$ cat src/sv/rfv_pkg.sv
`timescale 1ns / 1ps
package rfv_pkg;

  localparam int STORE_DEPTH = 2048;
  localparam int ADDR_W      = $clog2(STORE_DEPTH);
  localparam int FILL_W      = $clog2(STORE_DEPTH + 1);
  localparam int REL_W       = FILL_W + 1;
  localparam int SUM_W       = REL_W + 1;
  localparam int MAX_EVENTS  = 64;
  localparam int EVC_W       = $clog2(MAX_EVENTS + 2);
  localparam int CFG_W       = 10;

  // crc-24q polynomial 0x1864cfb without its top bit
  localparam logic [23:0] CRC_POLY     = 24'h864CFB;
  localparam logic [7:0]  RSV_MASK     = 8'hFC;
  localparam logic [7:0]  LEN_HI_MASK  = 8'h03;
  localparam logic [7:0]  PREAMBLE_RST = 8'hD3;
  localparam logic [9:0]  MAXLEN_RST   = 10'h3FF;

  localparam logic REG_PREAMBLE = 1'b0;
  localparam logic REG_MAXLEN   = 1'b1;

  // read offset select
  localparam logic [1:0] RD_OFF0 = 2'd0;
  localparam logic [1:0] RD_OFF1 = 2'd1;
  localparam logic [1:0] RD_OFF2 = 2'd2;
  localparam logic [1:0] RD_NEXT = 2'd3;

  typedef struct packed {
    logic        kind;
    logic [11:0] mtype;
    logic [9:0]  len;
    logic        ovf;
    logic        last;
  } evt_t;

  typedef struct packed {
    logic       accept;
    logic       rd_en;
    logic [1:0] rd_sel;
    logic       pos_inc;
    logic       pos_frame;
    logic       pos_size;
    logic       lat_b1;
    logic       lat_len;
    logic       crc_init;
    logic       crc_step;
    logic       emit;
    logic       finish;
  } cmd_t;

  typedef struct packed {
    logic pos_ge_size;
    logic match;
    logic hdr_short;
    logic b1_bad;
    logic len_bad;
    logic frame_short;
    logic crc_last;
    logic crc_ok;
    logic emit_ok;
    logic done_ok;
  } sts_t;

  function automatic logic [23:0] crc24q_byte(input logic [23:0] crc, input logic [7:0] d);
    logic [23:0] c;
    c = crc ^ {d, 16'h0000};
    for (int i = 0; i < 8; i++) begin
      c = c[23] ? ({c[22:0], 1'b0} ^ CRC_POLY) : {c[22:0], 1'b0};
    end
    return c;
  endfunction

  // circular store address, wraps once, so the sum of both operands must stay below twice STORE_DEPTH
  function automatic logic [ADDR_W-1:0] wrap_add(input logic [ADDR_W-1:0] base,
                                                 input logic [REL_W-1:0] rel);
    logic [SUM_W-1:0] s;
    s = SUM_W'(base) + SUM_W'(rel);
    if (s >= SUM_W'(STORE_DEPTH)) begin
      s = s - SUM_W'(STORE_DEPTH);
    end
    return s[ADDR_W-1:0];
  endfunction

endpackage

$ cat src/sv/rfv_ctrl.sv
`timescale 1ns / 1ps
module rfv_ctrl import rfv_pkg::*; (
  input  logic clk_i,
  input  logic rst_ni,
  input  logic in_valid_i,
  output logic in_ready_o,
  input  sts_t sts_i,
  output cmd_t cmd_o
);

  localparam logic [2:0] S_IDLE   = 3'd0;
  localparam logic [2:0] S_HUNT   = 3'd1;
  localparam logic [2:0] S_HUNT_W = 3'd2;
  localparam logic [2:0] S_B1     = 3'd3;
  localparam logic [2:0] S_B2     = 3'd4;
  localparam logic [2:0] S_CRC    = 3'd5;
  localparam logic [2:0] S_CHECK  = 3'd6;
  localparam logic [2:0] S_DONE   = 3'd7;

  logic [2:0] state_q, state_d;

  always_ff @(posedge clk_i or negedge rst_ni) begin
    if (!rst_ni) begin
      state_q <= S_IDLE;
    end else begin
      state_q <= state_d;
    end
  end

  always_comb begin
    state_d    = state_q;
    cmd_o      = '0;
    cmd_o.rd_sel = RD_OFF0;
    in_ready_o = 1'b0;
    unique case (state_q)
      S_IDLE: begin
        in_ready_o = 1'b1;
        if (in_valid_i) begin
          cmd_o.accept = 1'b1;
          state_d = S_HUNT;
        end
      end
      S_HUNT: begin
        if (sts_i.pos_ge_size) begin
          cmd_o.pos_size = 1'b1;
          state_d = S_DONE;
        end else begin
          cmd_o.rd_en = 1'b1;
          cmd_o.rd_sel = RD_OFF0;
          state_d = S_HUNT_W;
        end
      end
      S_HUNT_W: begin
        if (!sts_i.match) begin
          cmd_o.pos_inc = 1'b1;
          state_d = S_HUNT;
        end else if (sts_i.hdr_short) begin
          state_d = S_DONE;
        end else begin
          cmd_o.rd_en = 1'b1;
          cmd_o.rd_sel = RD_OFF1;
          state_d = S_B1;
        end
      end
      S_B1: begin
        cmd_o.lat_b1 = 1'b1;
        if (sts_i.b1_bad) begin
          cmd_o.pos_inc = 1'b1;
          state_d = S_HUNT;
        end else begin
          cmd_o.rd_en = 1'b1;
          cmd_o.rd_sel = RD_OFF2;
          state_d = S_B2;
        end
      end
      S_B2: begin
        cmd_o.lat_len = 1'b1;
        if (sts_i.len_bad) begin
          cmd_o.pos_inc = 1'b1;
          state_d = S_HUNT;
        end else if (sts_i.frame_short) begin
          state_d = S_DONE;
        end else begin
          cmd_o.crc_init = 1'b1;
          cmd_o.rd_en = 1'b1;
          cmd_o.rd_sel = RD_OFF0;
          state_d = S_CRC;
        end
      end
      S_CRC: begin
        cmd_o.crc_step = 1'b1;
        if (sts_i.crc_last) begin
          state_d = S_CHECK;
        end else begin
          cmd_o.rd_en = 1'b1;
          cmd_o.rd_sel = RD_NEXT;
        end
      end
      S_CHECK: begin
        if (sts_i.emit_ok) begin
          cmd_o.emit = 1'b1;
          if (sts_i.crc_ok) begin
            cmd_o.pos_frame = 1'b1;
          end else begin
            cmd_o.pos_inc = 1'b1;
          end
          state_d = S_HUNT;
        end
      end
      S_DONE: begin
        if (sts_i.done_ok) begin
          cmd_o.finish = 1'b1;
          state_d = S_IDLE;
        end
      end
      default: state_d = S_IDLE;
    endcase
  end

  ap_emit_gated: assert property (@(posedge clk_i) disable iff (!rst_ni)
    cmd_o.emit |-> sts_i.emit_ok) else $error("emit while event slots full");
  ap_accept_idle: assert property (@(posedge clk_i) disable iff (!rst_ni)
    cmd_o.accept |=> state_q == S_HUNT) else $error("accept did not start a scan");
  ap_crc_to_check: assert property (@(posedge clk_i) disable iff (!rst_ni)
    (state_q == S_CRC && sts_i.crc_last) |=> state_q == S_CHECK)
    else $error("crc walk did not end in check");

endmodule

$ cat config.mk
export PLATFORM = sky130hd
export DESIGN_NAME = rfv_ctrl
export DESIGN_NICKNAME = d
export VERILOG_FILES = /design/src/sv/rfv_pkg.sv /design/src/sv/rfv_ctrl.sv
export SDC_FILE = /design/constraint.sdc
export NUM_CORES = 1
export LEC_CHECK = 0
export BUFFER_PORTS_ARGS = -buffer_cell sky130_fd_sc_hd__buf_2
export CAP_MARGIN = 0
export CORE_AREA = 5 5 42 44
export CTS_CLUSTER_DIAMETER = 150
export CTS_CLUSTER_SIZE = 16
export DETAILED_ROUTE_END_ITERATION = 6
export DIE_AREA = 0 0 47 49
export PLACE_DENSITY_LB_ADDON = 0.08
export SLEW_MARGIN = 20
export SYNTH_ARGS = -nofsm -noshare
export SYNTH_HDL_FRONTEND = slang
export SYNTH_SLANG_ARGS = --single-unit
$ cat constraint.sdc
create_clock -name clk_i -period 2.45 [get_ports clk_i]
set_clock_uncertainty 0.15 [all_clocks]
set_input_delay 0.3675 -clock clk_i [delete_from_list [all_inputs] [get_ports clk_i]]
set_output_delay 0.3675 -clock clk_i [all_outputs]
set_load 0.03 [all_outputs]
==> out/metrics.yaml <==
status: "finished clean"
setup_viol_count_final: 0
largest_register_ff_count: 3
die_h_um: 49
antenna_left: 0
crit_path_start_kind: "flip-flop"
fin_util: 0.421
grt_max_degree: 19
top_regs: "state_q: 3 flops"
rows: 14
total_power_w: 0.000789
synth_cell_types: 33
insertion_delay_ns: 0.23
syn_inst: 55
place_congestion: 0.763
setup-tns-final_ns: 0
r2r-start: "state_q[0]"
ys_seq_area_frac: 0.183
max_cap_viol_count: 0
cts_setup_buffers: 0
powerDensity_nw_per_um2: 1340
critPathMaxStageDelay_ns: 0.51
cts-root-buf: "clkbuf_4"
synth.most_common_cell: "nor2_1"
vias_per_cell: 4.92
syn2layout_area_growth_pct: 43.9
cts_buffers: 3
multi_input_area_um2: 298
rsz0062_at_grt: "no"
period_share: 0.875
slew_headroom: 0.776
htreeDepth: 1
overflow: 0
yosysWarnings: 0
clock_path_buffers: 2
final_nets: 98
yosys-top-cells-count: "nor2_1, nand2_1, dfrtp_1, inv_1, nand3_1"
grt_pass1_vias: 517
crit_type: "reg2out"
antenna_found_initial: 0
synth_edf_count: 0
fin_crit_ns: 2.14
hold_ws_ns: 0.307
hp-class: "in2async"
seqCellArea_um2: 76.3
critPathMaxFanout: 10
fin_area_um2: 591
grt_util_all_layers: 0.119
max_freq_ghz: 0.466
crit_slowest_cell: "dfrtp_1"
syn_nets: 68
top_register: "state_q"
drc: 0
avgRoutedWirePerCell_um: 12.0
synth_top_family_by_area: "simple AND/OR/NAND/NOR gates"
die_area_um2: 2300
drt-total-wl_um: 1200
crit_required_ns: 1.93
cts_tree: "yes"
worst-r2r-cell-count: 4
chipWidth_um: 47
end_kind: "primary output"
synth-seq-cells: 3
synthArstFlopShare: 1.00
fill_cells: 171
drive_gt1_frac: 0.452
grt_pass1_wl_um: 2150
worst_pin_slew_ns: 0.336
synth_xor_xnor_area_share: 0.0213
yosys.area.top_type: "dfrtp_1"
io_buffers: 26
dpl_cell_area_um2: 553
initial_core_util: 0.293
hold_viol: 0
ir_drop_mv: 0.454
dp_hpwl_um: 998
ys.flop_type: "dfrtp_1"
core_um2: 1400
netlist_area_um2: 410
reg2reg_slack_ns: 0.79
cp.arrival_ns: 1.63
num_vias: 492
drt_iter0_markers: 4
synth_compound_area_frac: 0.216
antenna_cells: 0
ios: 27
clkTransAtPathRegs_ns: 0.04
cts_sinks: 3
rr_endpoint: "state_q[2]"
p_leak_nw: 0.307
avgSynthCellArea_um2: 7.46
worstPathCellList: "inv_2, nor3_2, nor3b_4, a311o_1, buf_2"
synth_top_area_frac: 0.183
first_pass_iters: 2
synthSimpleGateAreaFrac: 0.369
report.final.slew_viol_count: 0
synth_mux_area_frac: 0.104
synth.area.top_cells: "dfrtp_1, nor2_1, mux2_1"
synth_fa_ha_area_frac: 0
-- worst max-delay path: cells and delay by family (launching register included) --
kind / cells / cell delay (ns)
buffers and inverters: 2 / 0.30
AO/OA/AOI/OAI: 1 / 0.12
AND/OR/NAND/NOR: 2 / 0.46
flip-flops: 1 / 0.51
-- layout by cell type (no fill, tap or decap), types with 2 or more instances in the layout --
| cell type | Yosys | layout |
|---|---|---|
| mux2_1 | 2 | 2 |
| buf_4 | 1 | 2 |
| nand2_1 | 4 | 4 |
| buf_2 | 2 | 26 |
| o21ai_0 | 2 | 2 |
| nand3_1 | 3 | 3 |
| nor2_1 | 7 | 7 |
| a31oi_1 | 2 | 2 |
| nor3_2 | 2 | 2 |
| dfrtp_1 | 3 | 2 |
| inv_1 | 3 | 3 |
| clkbuf_4 | 0 | 3 |
| nand2b_1 | 2 | 2 |
| mux2i_1 | 2 | 2 |
-- power breakdown --
group	internal (W)	leakage (nW)	total, W	switching, W
clock	0.0000609	0.0150	0.0000846	0.0000237
combinational	0.000212	0.257	0.000541	0.000329
sequential	0.0000769	0.0350	0.000164	0.0000869
-- layer usage --
layer / global-route usage / up-vias / wire, um
met5: 0 / - / 0
met3: 0.0332 / 0 / 82
met4: 0.0138 / 0 / 0
met2: 0.181 / 13 / 568
li1: - / 259 / -
met1: 0.170 / 220 / 551
-- cell families (layout without fill, tap and decap cells) --
group | Yosys count | after routing
AND/OR/NAND/NOR | 26 | 26
AO/OA/AOI/OAI | 13 | 13
buffers and inverters | 8 | 37
multiplexers | 4 | 4
flip-flops | 3 | 3
XOR/XNOR | 1 | 1
-- repair_timing --
item,4_1_cts,5_1_grt
setup endpoints to repair,0,1
hold endpoints to repair,3,0
hold buffers,1,0
resized for setup,0,1
-- worst max-delay path by stage --
stage,from,end,depth (start not counted)
after floorplan,state_q[0],cmd_o[11],5
after global placement,state_q[0],cmd_o[8],4
after detailed placement,state_q[0],cmd_o[11],5
after CTS,state_q[0],cmd_o[11],5
after global routing,state_q[0],cmd_o[11],5
final,state_q[2],cmd_o[11],5
-- final cells by class --
type | instances | area share
Tap cell | 16 | 0.0339
Clock buffer | 4 | 0.0445
Timing Repair Buffer | 29 | 0.263
Sequential cell | 3 | 0.129
Multi-Input combinational cell | 44 | 0.504
Inverter | 4 | 0.0254
-- stage by stage --
step	worst slack, ns	instances
after global placement	0.438	95
after detailed placement	0.398	95
after global routing	0.150	100
after CTS	0.150	100
final	0.305	100
after floorplan	0.0600	55
No activity file was read; power rests on OpenSTA's default activity.
